--- src/rtl/core/cqd_pkg.sv ---
// cqd_pkg: shared types and constants for the circular queue with dump.
// Request and status codes, the controller command and datapath status structs.
// No dependencies.
package cqd_pkg;

	localparam int REQ_W     = 2;
	localparam int ST_W      = 2;
	localparam int CNT_W     = 5;
	localparam int CFG_W     = 5;
	localparam int CAP_RESET = 16;

	typedef enum logic [REQ_W-1:0] {
		REQ_ENQ  = 2'd0,
		REQ_DEQ  = 2'd1,
		REQ_DUMP = 2'd2
	} req_type_t;

	typedef enum logic [ST_W-1:0] {
		ST_OK    = 2'd0,
		ST_FULL  = 2'd1,
		ST_EMPTY = 2'd2
	} status_t;

	// which kind of result the output register is loaded with
	typedef enum logic [1:0] {
		RES_ENQ   = 2'd0,
		RES_EMPTY = 2'd1,
		RES_DEQ   = 2'd2,
		RES_DUMP  = 2'd3
	} res_sel_t;

	typedef struct packed {
		logic     take;     // latch the input word
		logic     enq;      // push latched word
		logic     pop;      // drop front element
		logic     rd_head;  // start a read at the front slot
		logic     rd_next;  // advance the dump walker and read
		logic     load;     // load the output register
		res_sel_t res_sel;
	} cmd_t;

	typedef struct packed {
		logic empty;
		logic walk_last;    // dump walker sits on the back slot
		logic out_free;     // output register can take a beat
	} stat_t;

endpackage

--- src/rtl/core/cqd_req_if.sv ---
// cqd_req_if: request channel (valid/ready, request type and data word).
// Depends on cqd_pkg.
interface cqd_req_if #(
	parameter int DATA_WIDTH = 32
);
	logic                               valid;
	logic                               ready;
	logic [cqd_pkg::REQ_W-1:0]          req_type;
	logic signed [DATA_WIDTH-1:0]       data_in;

	modport source (output valid, output req_type, output data_in, input ready);
	modport sink   (input valid, input req_type, input data_in, output ready);
endinterface

--- src/rtl/core/cqd_rsp_if.sv ---
// cqd_rsp_if: result channel (valid/ready, status, data, count, last).
// Depends on cqd_pkg.
interface cqd_rsp_if #(
	parameter int DATA_WIDTH = 32
);
	logic                               valid;
	logic                               ready;
	logic [cqd_pkg::ST_W-1:0]           status;
	logic signed [DATA_WIDTH-1:0]       data_out;
	logic [cqd_pkg::CNT_W-1:0]          element_count;
	logic                               last;

	modport source (output valid, output status, output data_out, output element_count,
		output last, input ready);
	modport sink   (input valid, input status, input data_out, input element_count,
		input last, output ready);
endinterface

--- src/rtl/core/circular_queue_with_dump_core.sv ---
// circular_queue_with_dump_core: ring-buffer queue with enqueue, dequeue and dump requests.
// Instantiates cqd_ctrl and cqd_dpath; depends on cqd_pkg, cqd_req_if and cqd_rsp_if.
//
// Ring-buffer FIFO of signed words with a run-time capacity (cfg_wdata, 0 reads as 1,
// values above DEPTH read as DEPTH; reset value 16). Writing the capacity empties the
// queue, so write it only while no request is in flight. Each request beat on req gives
// result beats on rsp: enqueue gives one beat (status ok, or full with the word dropped),
// dequeue gives one beat (ok with the front word, or empty), dump gives one beat per
// stored element front to back with the final beat flagged last and carrying the count,
// or a single empty beat. Unused request codes are taken and give nothing. An enqueue,
// empty dequeue or empty dump is answered from the execute state; a dequeue or dump
// first reads the front slot through the registered read port of the storage array,
// then emits; a dump streams one beat per cycle while the result sink takes them.
// One request is worked on at a time. A finished beat waits in the output register,
// and the next request is accepted while it waits. The storage needs no clearing
// after reset: only written slots are ever read.
module circular_queue_with_dump_core #(
	parameter int DEPTH      = 16,
	parameter int DATA_WIDTH = 32
) (
	input  logic                      clk,
	input  logic                      arst_n,
	input  logic                      cfg_we,
	input  logic [cqd_pkg::CFG_W-1:0] cfg_wdata,
	cqd_req_if.sink                   req,
	cqd_rsp_if.source                 rsp
);
	import cqd_pkg::*;

	// command/status pair between sequencer and datapath
	cmd_t  cmd;
	stat_t stat;

	// sequencer: accepts request beats, steps enqueue/dequeue/dump
	cqd_ctrl u_ctrl (
		.clk       (clk),
		.arst_n    (arst_n),
		.req_valid (req.valid),
		.req_type  (req.req_type),
		.req_ready (req.ready),
		.stat      (stat),
		.cmd       (cmd)
	);

	// storage, pointers, dump walker and result register
	cqd_dpath #(
		.DEPTH      (DEPTH),
		.DATA_WIDTH (DATA_WIDTH)
	) u_dpath (
		.clk       (clk),
		.arst_n    (arst_n),
		.cfg_we    (cfg_we),
		.cfg_wdata (cfg_wdata),
		.data_in   (req.data_in),
		.cmd       (cmd),
		.stat      (stat),
		.rsp       (rsp)
	);

endmodule

--- src/rtl/core/cqd_ctrl.sv ---
// cqd_ctrl: request sequencer for the circular queue.
// Drives cqd_pkg::cmd_t to the datapath from its cqd_pkg::stat_t; depends on cqd_pkg.
module cqd_ctrl (
	input  logic                      clk,
	input  logic                      arst_n,
	input  logic                      req_valid,
	input  logic [cqd_pkg::REQ_W-1:0] req_type,
	output logic                      req_ready,
	input  cqd_pkg::stat_t            stat,
	output cqd_pkg::cmd_t             cmd
);
	import cqd_pkg::*;

	typedef enum logic [1:0] {
		S_IDLE,
		S_EXEC,
		S_EMIT
	} state_t;

	state_t    state_q, state_d;
	req_type_t req_q;

	always_comb begin
		cmd         = '0;
		cmd.res_sel = RES_ENQ;
		state_d     = state_q;
		req_ready   = 1'b0;
		case (state_q)
			S_IDLE: begin
				req_ready = 1'b1;
				if (req_valid) begin
					cmd.take = 1'b1;
					// unused code: beat is swallowed, nothing happens
					if (req_type inside {REQ_ENQ, REQ_DEQ, REQ_DUMP}) begin
						state_d = S_EXEC;
					end
				end
			end
			S_EXEC: begin
				case (req_q)
					REQ_ENQ: begin
						if (stat.out_free) begin
							cmd.enq     = 1'b1;
							cmd.load    = 1'b1;
							cmd.res_sel = RES_ENQ;
							state_d     = S_IDLE;
						end
					end
					default: begin
						// dequeue or dump
						if (stat.empty) begin
							if (stat.out_free) begin
								cmd.load    = 1'b1;
								cmd.res_sel = RES_EMPTY;
								state_d     = S_IDLE;
							end
						end else begin
							cmd.rd_head = 1'b1;
							state_d     = S_EMIT;
						end
					end
				endcase
			end
			S_EMIT: begin
				if (stat.out_free) begin
					cmd.load = 1'b1;
					if (req_q == REQ_DEQ) begin
						cmd.res_sel = RES_DEQ;
						cmd.pop     = 1'b1;
						state_d     = S_IDLE;
					end else begin
						cmd.res_sel = RES_DUMP;
						if (stat.walk_last) begin
							state_d = S_IDLE;
						end else begin
							cmd.rd_next = 1'b1;
						end
					end
				end
			end
			default: begin
				state_d = S_IDLE;
			end
		endcase
	end

	always_ff @(posedge clk or negedge arst_n) begin
		if (!arst_n) begin
			state_q <= S_IDLE;
			req_q   <= REQ_ENQ;
		end else begin
			state_q <= state_d;
			if (cmd.take) begin
				req_q <= req_type_t'(req_type);
			end
		end
	end

endmodule

--- src/rtl/core/cqd_dpath.sv ---
// cqd_dpath: ring storage, head/tail/empty tracking, dump walker and result register.
// Commanded by cqd_ctrl through cqd_pkg::cmd_t; depends on cqd_pkg and cqd_rsp_if.
module cqd_dpath #(
	parameter int DEPTH      = 16,
	parameter int DATA_WIDTH = 32
) (
	input  logic                         clk,
	input  logic                         arst_n,
	input  logic                         cfg_we,
	input  logic [cqd_pkg::CFG_W-1:0]    cfg_wdata,
	input  logic signed [DATA_WIDTH-1:0] data_in,
	input  cqd_pkg::cmd_t                cmd,
	output cqd_pkg::stat_t               stat,
	cqd_rsp_if.source                    rsp
);
	import cqd_pkg::*;

	localparam int IW      = $clog2(DEPTH);
	localparam int CW      = IW + 1;
	localparam int CAP_RST = (DEPTH < CAP_RESET) ? DEPTH : CAP_RESET;

	logic [DATA_WIDTH-1:0] mem [DEPTH];

	logic [IW-1:0]         capm1_q;  // highest slot index in use
	logic [IW-1:0]         head_q, tail_q, ptr_q;
	logic                  empty_q;
	logic [DATA_WIDTH-1:0] din_q, rdata_q;

	logic                  out_valid_q;
	status_t               out_status_q;
	logic [DATA_WIDTH-1:0] out_data_q;
	logic [CNT_W-1:0]      out_count_q;
	logic                  out_last_q;

	logic [IW-1:0]         tail_nx, head_nx, ptr_nx, cfg_capm1;
	logic [CW-1:0]         count_w;
	logic                  full;

	assign tail_nx = (tail_q == capm1_q) ? '0 : tail_q + 1'b1;
	assign head_nx = (head_q == capm1_q) ? '0 : head_q + 1'b1;
	assign ptr_nx  = (ptr_q == capm1_q) ? '0 : ptr_q + 1'b1;
	assign full    = !empty_q && (tail_nx == head_q);

	// stored elements; zero-based slot distance plus one, wrapped by capacity
	always_comb begin
		if (tail_q >= head_q) begin
			count_w = {1'b0, tail_q} - {1'b0, head_q} + 1'b1;
		end else begin
			count_w = {1'b0, tail_q} + {1'b0, capm1_q} + CW'(2) - {1'b0, head_q};
		end
	end

	// capacity written as 0 acts as 1, above DEPTH acts as DEPTH
	always_comb begin
		if (cfg_wdata == '0) begin
			cfg_capm1 = '0;
		end else if (int'(cfg_wdata) > DEPTH) begin
			cfg_capm1 = IW'(DEPTH - 1);
		end else begin
			cfg_capm1 = IW'(cfg_wdata - 1'b1);
		end
	end

	assign stat.empty     = empty_q;
	assign stat.walk_last = (ptr_q == tail_q);
	assign stat.out_free  = !out_valid_q || rsp.ready;

	// queue pointers and capacity
	always_ff @(posedge clk or negedge arst_n) begin
		if (!arst_n) begin
			capm1_q <= IW'(CAP_RST - 1);
			head_q  <= '0;
			tail_q  <= '0;
			empty_q <= 1'b1;
		end else if (cfg_we) begin
			capm1_q <= cfg_capm1;
			head_q  <= '0;
			tail_q  <= '0;
			empty_q <= 1'b1;
		end else if (cmd.enq) begin
			if (empty_q) begin
				head_q  <= '0;
				tail_q  <= '0;
				empty_q <= 1'b0;
			end else if (!full) begin
				tail_q <= tail_nx;
			end
		end else if (cmd.pop) begin
			if (head_q == tail_q) begin
				head_q  <= '0;
				tail_q  <= '0;
				empty_q <= 1'b1;
			end else begin
				head_q <= head_nx;
			end
		end
	end

	// storage: one write port, one registered read port
	always_ff @(posedge clk) begin
		if (cmd.enq && !full) begin
			mem[empty_q ? '0 : tail_nx] <= din_q;
		end
		if (cmd.rd_head) begin
			rdata_q <= mem[head_q];
		end else if (cmd.rd_next) begin
			rdata_q <= mem[ptr_nx];
		end
	end

	always_ff @(posedge clk) begin
		if (cmd.take) begin
			din_q <= data_in;
		end
		if (cmd.rd_head) begin
			ptr_q <= head_q;
		end else if (cmd.rd_next) begin
			ptr_q <= ptr_nx;
		end
	end

	// result register
	always_ff @(posedge clk or negedge arst_n) begin
		if (!arst_n) begin
			out_valid_q <= 1'b0;
		end else if (cmd.load) begin
			out_valid_q <= 1'b1;
		end else if (rsp.ready) begin
			out_valid_q <= 1'b0;
		end
	end

	always_ff @(posedge clk) begin
		if (cmd.load) begin
			case (cmd.res_sel)
				RES_ENQ: begin
					out_status_q <= full ? ST_FULL : ST_OK;
					out_data_q   <= '0;
					out_count_q  <= '0;
					out_last_q   <= 1'b1;
				end
				RES_EMPTY: begin
					out_status_q <= ST_EMPTY;
					out_data_q   <= '0;
					out_count_q  <= '0;
					out_last_q   <= 1'b1;
				end
				RES_DEQ: begin
					out_status_q <= ST_OK;
					out_data_q   <= rdata_q;
					out_count_q  <= '0;
					out_last_q   <= 1'b1;
				end
				default: begin
					out_status_q <= ST_OK;
					out_data_q   <= rdata_q;
					out_count_q  <= stat.walk_last ? CNT_W'(count_w) : '0;
					out_last_q   <= stat.walk_last;
				end
			endcase
		end
	end

	assign rsp.valid         = out_valid_q;
	assign rsp.status        = out_status_q;
	assign rsp.data_out      = out_data_q;
	assign rsp.element_count = out_count_q;
	assign rsp.last          = out_last_q;

	a_no_push_pop: assert property (@(posedge clk) disable iff (!arst_n)
		!(cmd.enq && cmd.pop))
		else $error("push and pop commanded together");

	a_load_free: assert property (@(posedge clk) disable iff (!arst_n)
		cmd.load |-> stat.out_free)
		else $error("result loaded over an untaken beat");

	a_walk_bound: assert property (@(posedge clk) disable iff (!arst_n)
		cmd.rd_next |-> !stat.walk_last)
		else $error("dump walker stepped past the back slot");

	a_pop_last: assert property (@(posedge clk) disable iff (!arst_n)
		cmd.pop && (head_q == tail_q) |=> empty_q)
		else $error("taking the only element left the queue non-empty");

	a_push_fills: assert property (@(posedge clk) disable iff (!arst_n)
		cmd.enq && !cfg_we |=> !empty_q)
		else $error("queue empty after a push");

endmodule

--- src/flat_wrapper.sv ---
// flat-port wrapper written by rule: the top's interface ports become plain ports
module circular_queue_with_dump_core_flat import cqd_pkg::*;
#(
	parameter int DEPTH      = 16,
	parameter int DATA_WIDTH = 32
)
  (clk, arst_n, cfg_we, cfg_wdata, req_valid, req_req_type, req_data_in, req_ready, rsp_valid, rsp_status, rsp_data_out, rsp_element_count, rsp_last, rsp_ready);
  cqd_req_if #(.DATA_WIDTH(DATA_WIDTH)) req_i ();
  cqd_rsp_if #(.DATA_WIDTH(DATA_WIDTH)) rsp_i ();
  input  logic clk;
  input  logic arst_n;
  input  logic cfg_we;
  input  logic [cqd_pkg::CFG_W-1:0] cfg_wdata;
  input wire logic [$bits(req_i.valid)-1:0] req_valid;
  input wire logic [$bits(req_i.req_type)-1:0] req_req_type;
  input wire logic [$bits(req_i.data_in)-1:0] req_data_in;
  output wire logic [$bits(req_i.ready)-1:0] req_ready;
  output wire logic [$bits(rsp_i.valid)-1:0] rsp_valid;
  output wire logic [$bits(rsp_i.status)-1:0] rsp_status;
  output wire logic [$bits(rsp_i.data_out)-1:0] rsp_data_out;
  output wire logic [$bits(rsp_i.element_count)-1:0] rsp_element_count;
  output wire logic [$bits(rsp_i.last)-1:0] rsp_last;
  input wire logic [$bits(rsp_i.ready)-1:0] rsp_ready;
  assign req_i.valid = req_valid;
  assign req_i.req_type = req_req_type;
  assign req_i.data_in = req_data_in;
  assign req_ready = req_i.ready;
  assign rsp_valid = rsp_i.valid;
  assign rsp_status = rsp_i.status;
  assign rsp_data_out = rsp_i.data_out;
  assign rsp_element_count = rsp_i.element_count;
  assign rsp_last = rsp_i.last;
  assign rsp_i.ready = rsp_ready;
  circular_queue_with_dump_core #(.DEPTH(DEPTH), .DATA_WIDTH(DATA_WIDTH)) u_core (.clk(clk), .arst_n(arst_n), .cfg_we(cfg_we), .cfg_wdata(cfg_wdata), .req(req_i), .rsp(rsp_i));
endmodule
--- config.mk ---
export PLATFORM = sky130hd
export DESIGN_NAME = circular_queue_with_dump_core_flat
export DESIGN_NICKNAME = d
export VERILOG_FILES = /design/src/rtl/core/cqd_pkg.sv /design/src/rtl/core/cqd_req_if.sv /design/src/rtl/core/cqd_rsp_if.sv /design/src/rtl/core/circular_queue_with_dump_core.sv /design/src/rtl/core/cqd_ctrl.sv /design/src/rtl/core/cqd_dpath.sv /design/src/flat_wrapper.sv
export SDC_FILE = /design/constraint.sdc
export NUM_CORES = 1
export LEC_CHECK = 0
export BUFFER_PORTS_ARGS = -buffer_cell sky130_fd_sc_hd__buf_4
export CAP_MARGIN = 40
export CORE_MARGIN = 3
export CORE_UTILIZATION = 55
export DETAILED_ROUTE_END_ITERATION = 10
export PLACE_DENSITY = 0.79
export SLEW_MARGIN = 20
export SYNTH_ARGS = -nofsm -noshare
export SYNTH_HDL_FRONTEND = slang
export SYNTH_SLANG_ARGS = --single-unit
--- constraint.sdc ---
create_clock -name clk -period 5.28 [get_ports clk]
set_input_delay 0.528 -clock clk [delete_from_list [all_inputs] [get_ports clk]]
set_output_delay 0.528 -clock clk [all_outputs]
set_load 0.05 [all_outputs]
Yosys cells after proc, flatten, opt, wreduce, memory -nomap -nowiden
Memories as Yosys holds them, arrays and structs flattened. Cells that the tools add are included.

Mux-type cells: 63. Bitwise operators: 1. Add/subtract/negate cells: 9. $lt $le $gt $ge: 2. Reductions and logical operators: 23. Equal/unequal tests: 19. Div/mod/pow operators: 0. $mul: 0. Shift operators: 0.

Operator list (number): 4-bit 2-to-1 mux (20); 32-bit 2-to-1 mux (2); 1-bit 2-to-1 mux (25); 4-bit == test (6); 2-bit 2-to-1 mux (8); 4-bit by 1-bit adder with 4-bit output (second input constant) (3); 3-bit 2-to-1 mux (4); 3-bit nonzero test (3); 2-bit by 1-bit == test with 1-bit output (second input constant) (4); 2-bit zero test (4); 2-bit == test (second input constant) (3); 2-bit one-hot mux with 3 select lines (1); 3-bit one-hot mux with 2 select lines (1); 4-bit by 4-bit adder with 5-bit output (1); 5-bit by 1-bit adder with 5-bit output (second input constant) (1); 5-bit by 2-bit adder with 5-bit output (second input constant) (1); 5-bit greater-than comparator (second input constant) (1); 5-bit zero test (1); 5-bit 2-to-1 mux (1); 4-bit by 4-bit subtractor with 5-bit output (1); 5-bit by 4-bit subtractor with 5-bit output (1); 4-bit >= comparator (1); 2-bit inequality test (second input constant) (2); 4-bit inequality test (second input constant) (1); other kinds (16) (21).

Bits in latches: 0. Memory bits (writable): 512. Word-level logic and storage cells: 132. Bits of input ports: 44. Memory bits (read-only): 0. Bits in registers: 126. Output and inout bits: 42. Memories kept: 1.

Memory list: u_core.u_dpath.mem (words 16, bits a word 32, read ports 2, clocked after memory_dff 0, write ports 1, RTL line cqd_dpath.sv:22) `logic [DATA_WIDTH-1:0] mem [DEPTH];`.

Depth between registers and ports, before layout
Depth after elaboration: 8. Depth in mapped cells: 12. Mapped depth without buffers: 11.

By module
Synthesis repeated with hierarchy kept, for this count alone.

Cell total of the unflattened synthesis: 1712. Area total of the unflattened synthesis: 29543.3 µm².

By module, submodules not included: cqd_dpath (area each 29211.8 µm², times used 1, cells an instance 1671, seq. area each 18974.4 µm²); cqd_ctrl (area each 331.6 µm², times used 1, cells an instance 41, seq. area each 100.1 µm²).

Least setup slack after synthesis
OpenSTA, ideal clock, no wires.

Path kind: reg2reg. Start: reg u_core.u_dpath.out_valid_q, in the netlist u_core.u_dpath.rsp.valid. End: reg u_core.u_dpath.ptr_q[0] (enable). Data required time: 4.796 ns. Slack: 1.155 ns. Setup time: 0.484 ns. Period minus slack after synthesis: 4.125 ns. Stages on the path, launching flop included: 5. Arrival time: 3.641 ns. Path buffers: 1. Cells stage by stage: dfrtp_1 nand2b_1 buf_6 nand2_1 o31ai_1.

Cells in the longest elaborated chain, start to end: 5.

Ends and longest elaborated chain: start, declared (RTL line cqd_dpath.sv:29) `logic out_valid_q;`; start signal, assigned (RTL line cqd_dpath.sv:125) `out_valid_q <= 1'b0;`; start signal, assigned (RTL line cqd_dpath.sv:127) `out_valid_q <= 1'b1;`; start signal, assigned (RTL line cqd_dpath.sv:129) `out_valid_q <= 1'b0;`; 1-bit zero test (RTL line cqd_dpath.sv:66) `assign stat.out_free = !out_valid_q || rsp.ready;`; 1-bit logical OR (RTL line cqd_dpath.sv:66); 4-bit 2-to-1 mux (RTL line cqd_ctrl.sv:65) `if (stat.out_free) begin`; 1-bit 2-to-1 mux (RTL line cqd_ctrl.sv:28) `case (state_q)`; 2-bit nonzero test (no source line); end signal, assigned (RTL line cqd_dpath.sv:116) `ptr_q <= head_q;`; end signal, assigned (RTL line cqd_dpath.sv:118) `ptr_q <= ptr_nx;`; end, declared (RTL line cqd_dpath.sv:25) `logic [IW-1:0] head_q, tail_q, ptr_q;`.

No other way between the ends. A chain may end at the register's enable or synchronous reset.

Worst setup path after layout
Start: reg u_core.u_dpath.tail_q[0]. End: mem u_core.u_dpath.mem[1][26] (enable).

Cells in the longest elaborated chain, start to end: 8. Elaborated cells between the ends (all ways): 10. Classes of those cells: 1 x add/sub; 2 x eq/ne; 4 x mux; 3 x reduce/logical.

Ends and longest elaborated chain: start, declared (RTL line cqd_dpath.sv:25); start signal, assigned (RTL line cqd_dpath.sv:86) `tail_q <= tail_nx;`; 4-bit by 1-bit adder with 4-bit output or 4-bit == test (tied branches) (RTL line cqd_dpath.sv:39) `assign tail_nx = (tail_q == capm1_q) ? '0 : tail_q + 1'b1;`; 4-bit 2-to-1 mux (*) (RTL line cqd_dpath.sv:39); 4-bit == test (RTL line cqd_dpath.sv:42) `assign full = !empty_q && (tail_nx == head_q);`; 1-bit logical AND (RTL line cqd_dpath.sv:42); 1-bit zero test (RTL line cqd_dpath.sv:101) `if (cmd.enq && !full) begin`; 1-bit logical AND (RTL line cqd_dpath.sv:101); 1-bit 2-to-1 mux (RTL line cqd_dpath.sv:101); 1-bit 2-to-1 mux (RTL line cqd_dpath.sv:102) `mem[empty_q ? '0 : tail_nx] <= din_q;`; end, declared (RTL line cqd_dpath.sv:22).

Every way passes the cells marked *; elsewhere a longest branch is shown, timed or not.

==> results.yml <==
detailed_routing:
  routed_wl_um: 81370
  dr.pass1.iters: 5
  drtIter0Drc: 3168
  wl_per_cell_um: 30.37
  viasPerCell: 7.106
  drcViolationCount: 0
  final_antenna_net_count: 0
  vias: 19040
place:
  dp_cells: 2560
  numPortBuffers: 85
  post-place-ws_ns: 1.341
  dp_hpwl_um: 50860
  gp_congestion: 0.8678
run_status:
  status: "complete, no violations"
clocking:
  max-clock-path-buffers: 3
  cts_tree: "done"
  root_buffer: "clkbuf_16"
  post-cts-setup-buffers: 0
  cts_made_buffers: 61
  clock_sinks: 638
  path_clk_slew_ns: 0.07
  cts-htree-levels: 2
  worstSkewPairLatency_ns: 0.64
critical_path:
  cp.required_ns: 5.58
  crit_path_max_fanout: 17
  crit_path_end_kind: "register"
  critPathLaunchType: "register"
  arrival_ns: 4.23
  criticalPathCategory: "reg2reg"
finish:
  nFillCells: 3629
  syn2layout_area_growth_pct: 12.89
  final_util: 0.6288
  nNetsFinal: 2009
  layout.cells.non_filler: 2679
  layout-drive-gt1-share: 0.2427
job:
  cap_violations: 0
sta:
  final_max_slew_viol_count: 0
  tns_ns: 0
  fin_ws_ns: 1.346
  timing.final.crit_share: 0.7451
  timing.fmax_mhz: 254.2
  clock_skew_ns: 0.03549
  min_period_ns: 3.934
  finalSetupViolations: 0
  rsz0062_at_grt: "false"
  worst_pin_slew_ns: 0.9411
  relSlewSlack: 0.3726
  hold_violations: 0
global_route:
  grt_pass1_vias: 18730
  gr-usage-all-layers: 0.2829
  grt_max_degree: 150
  antenna_found_initial: 0
  grt-ovfl-total: 0
  grt_pass1_wl_um: 120100
pwr:
  power_leakage_nw: 11.30
  irDropWorstVdd_mv: 0.3044
  p_sw_frac: 0.3152
  p_sw_mw: 4.595
  p_int_mw: 9.984
  p_clk_frac: 0.307
  power_frac_seq: 0.453
  powerDensity_mw_per_mm2: 430.0
  p_comb_frac: 0.240
  total_power_mw: 14.58
hold_path:
  hold_class: "in2reg"
synthesis:
  synth.distinct_cells: 72
  synth.ff_latch_count: 638
  synth-async-reset-ratio: 0.02821
  ys_dominant_reg_cell: "edfxtp_1"
  synth_edf_count: 620
  yosys_warnings: 0
  yosysSeqAreaShare: 0.6351
  synthesis.nets: 1950
  syn_area_per_cell_um2: 16.03
  synthesis.area_mm2: 0.03004
  netlist_instances: 1874
floorplan:
  dieArea_mm2: 0.05745
  rows: 85
  start_util: 0.5570
  ios: 86
  die_h_um: 239.7
  die_x_um: 239.7
  core-area_mm2: 0.05392
-- worst paths after layout --
check                      cells past startpoint  slack, ns                                            end                                 start
min in group asynchronous                      2       0.31           u_core.u_dpath.head_q[3]$_DFFE_PN0P_                                arst_n
setup reg to reg                               8       1.35            u_core.u_dpath.mem[1][26]$_DFFE_PP_  u_core.u_dpath.tail_q[0]$_DFFE_PN0P_
hold reg to reg                                1       0.52  u_core.u_dpath.rsp.data_out[30]$_SDFFCE_PP0P_  u_core.u_dpath.rdata_q[30]$_DFFE_PP_
hold / removal                                 1       0.06             u_core.u_dpath.din_q[29]$_DFFE_PP_                       req_data_in[29]
max in group asynchronous                      2       4.68             u_core.u_dpath.empty_q$_DFFE_PN1P_                                arst_n
setup / recovery                               8       1.35            u_core.u_dpath.mem[1][26]$_DFFE_PP_  u_core.u_dpath.tail_q[0]$_DFFE_PN0P_
-- final cells by class --
| cell class | instances | area (um2) | area share |
|---|---|---|---|
| sequential | 638 | 19080 | 0.5628 |
| multi-input combinational | 1050 | 10300 | 0.3037 |
| clock buffer | 74 | 1597 | 0.04708 |
| timing repair buffer | 143 | 1480 | 0.04365 |
| tap | 696 | 870.8 | 0.02568 |
| clock inverter | 38 | 430.4 | 0.01269 |
| inverter | 39 | 146.4 | 0.004317 |
| antenna | 1 | 2.502 | 0.00007380 |
-- power by group through the flow --
stage          combinational [mW]  clock [mW]  sequential [mW]
2_1_floorplan                1.86           0             6.93
3_3_place_gp                 3.26           0             6.67
3_5_place_dp                 3.38           0             6.69
4_1_cts                      3.42        4.51             6.58
5_1_grt                      3.70        4.71             6.64
6_report                     3.50        4.47             6.60
-- cell families (layout without fill, tap and decap cells) --
family,Yosys count,after routing,synth area share
xor gates and xnor gates,28,28,0.008665
DFF,638,638,0.6351
muxes,294,294,0.1720
and+or+nand+nor,295,295,0.04741
buffers and inverters,186,294,0.02874
AOI/OAI and AO/OA,399,399,0.09256
adders and majority gates,34,34,0.01550
other,0,1,0
-- Yosys cell counts, types with 4 or more instances --
cell type	n	share of area
edfxtp_1	620	0.62
a221oi_1	4	0.0012
mux2i_1	91	0.030
o21ai_0	57	0.0095
nand2_1	73	0.0091
nor2_1	77	0.0096
fa_1	6	0.0040
a21oi_1	84	0.014
nand2b_1	4	0.00083
dfrtp_1	13	0.011
clkbuf_1	72	0.0090
o211ai_1	22	0.0055
o221ai_1	21	0.0061
ha_1	26	0.011
nor3_1	25	0.0042
xnor2_1	9	0.0026
nand3_1	39	0.0065
xor2_1	17	0.0050
a32o_1	21	0.0070
a22oi_1	16	0.0040
a22o_1	27	0.0079
mux4_2	175	0.13
buf_6	8	0.0030
and2_1	53	0.011
buf_1	15	0.0019
mux2_2	27	0.010
inv_1	39	0.0049
a211oi_1	28	0.0070
a211o_1	31	0.0090
dfstp_2	5	0.0044
a31oi_1	59	0.012
nand4_1	4	0.00083
buf_2	45	0.0075
-- through the flow --
stage | area [um2] | hold WS, ns
floorplan | 30040 | 0.2324
global placement | 31340 | 0.4247
detailed placement | 31770 | 0.4255
CTS | 33810 | 0.03557
global route | 33910 | 0.04509
finish | 33910 | 0.06014
-- placed cells by master (no fill, tap or decap), types with 24 or more instances in the layout --
cell type and instances:
edfxtp_1 620, nand3_1 39, ha_1 25, a211oi_1 28, nand2_1 73, clkbuf_16 62
buf_4 115, nor3_1 24, a22o_1 27, mux2i_1 91, inv_1 36, nor2_1 58
a31oi_1 59, mux4_2 175, a21oi_1 83, o21ai_0 57, mux2_2 27, a211o_1 31
and2_1 53
-- worst max-delay path, cell delays in order (launching register included) --
cell	delay, ns
dfrtp_1	0.67
nand3_2	0.18
xnor2_1	0.51
nor4_1	0.11
o32ai_2	0.61
o21ai_0	0.35
clkbuf_2	0.25
nor2_4	0.49
buf_4	0.42
-- flip-flops by register name, indices dropped and copies added, names as in the netlist --
signal,cells
u_core.u_dpath.rsp.valid,1
u_core.u_dpath.rsp.data_out,32
u_core.u_ctrl.req_q,2
u_core.u_dpath.empty_q,1
u_core.u_dpath.capm1_q,4
u_core.u_dpath.head_q,4
u_core.u_dpath.rdata_q,32
u_core.u_dpath.rsp.last,1
u_core.u_dpath.rsp.element_count,5
u_core.u_dpath.mem,512
u_core.u_dpath.din_q,32
u_core.u_dpath.ptr_q,4
u_core.u_dpath.tail_q,4
u_core.u_ctrl.state_q,2
u_core.u_dpath.rsp.status,2
-- metal layers --
metal / vias to the layer above / part of all wire / track usage
li1: 7752 / - / -
met1: 9574 / 0.37 / 0.4004
met2: 1532 / 0.46 / 0.4230
met3: 178 / 0.14 / 0.09545
met4: 0 / 0.026 / 0.08173
met5: - / 0 / 0
-- timing repair --
item,CTS,global route
hold buffers,1,0
endpoints found under the hold margin,16,0
endpoints found under the setup margin,0,0
gates resized for setup,0,0
Power figures use the tool's default switching activity.
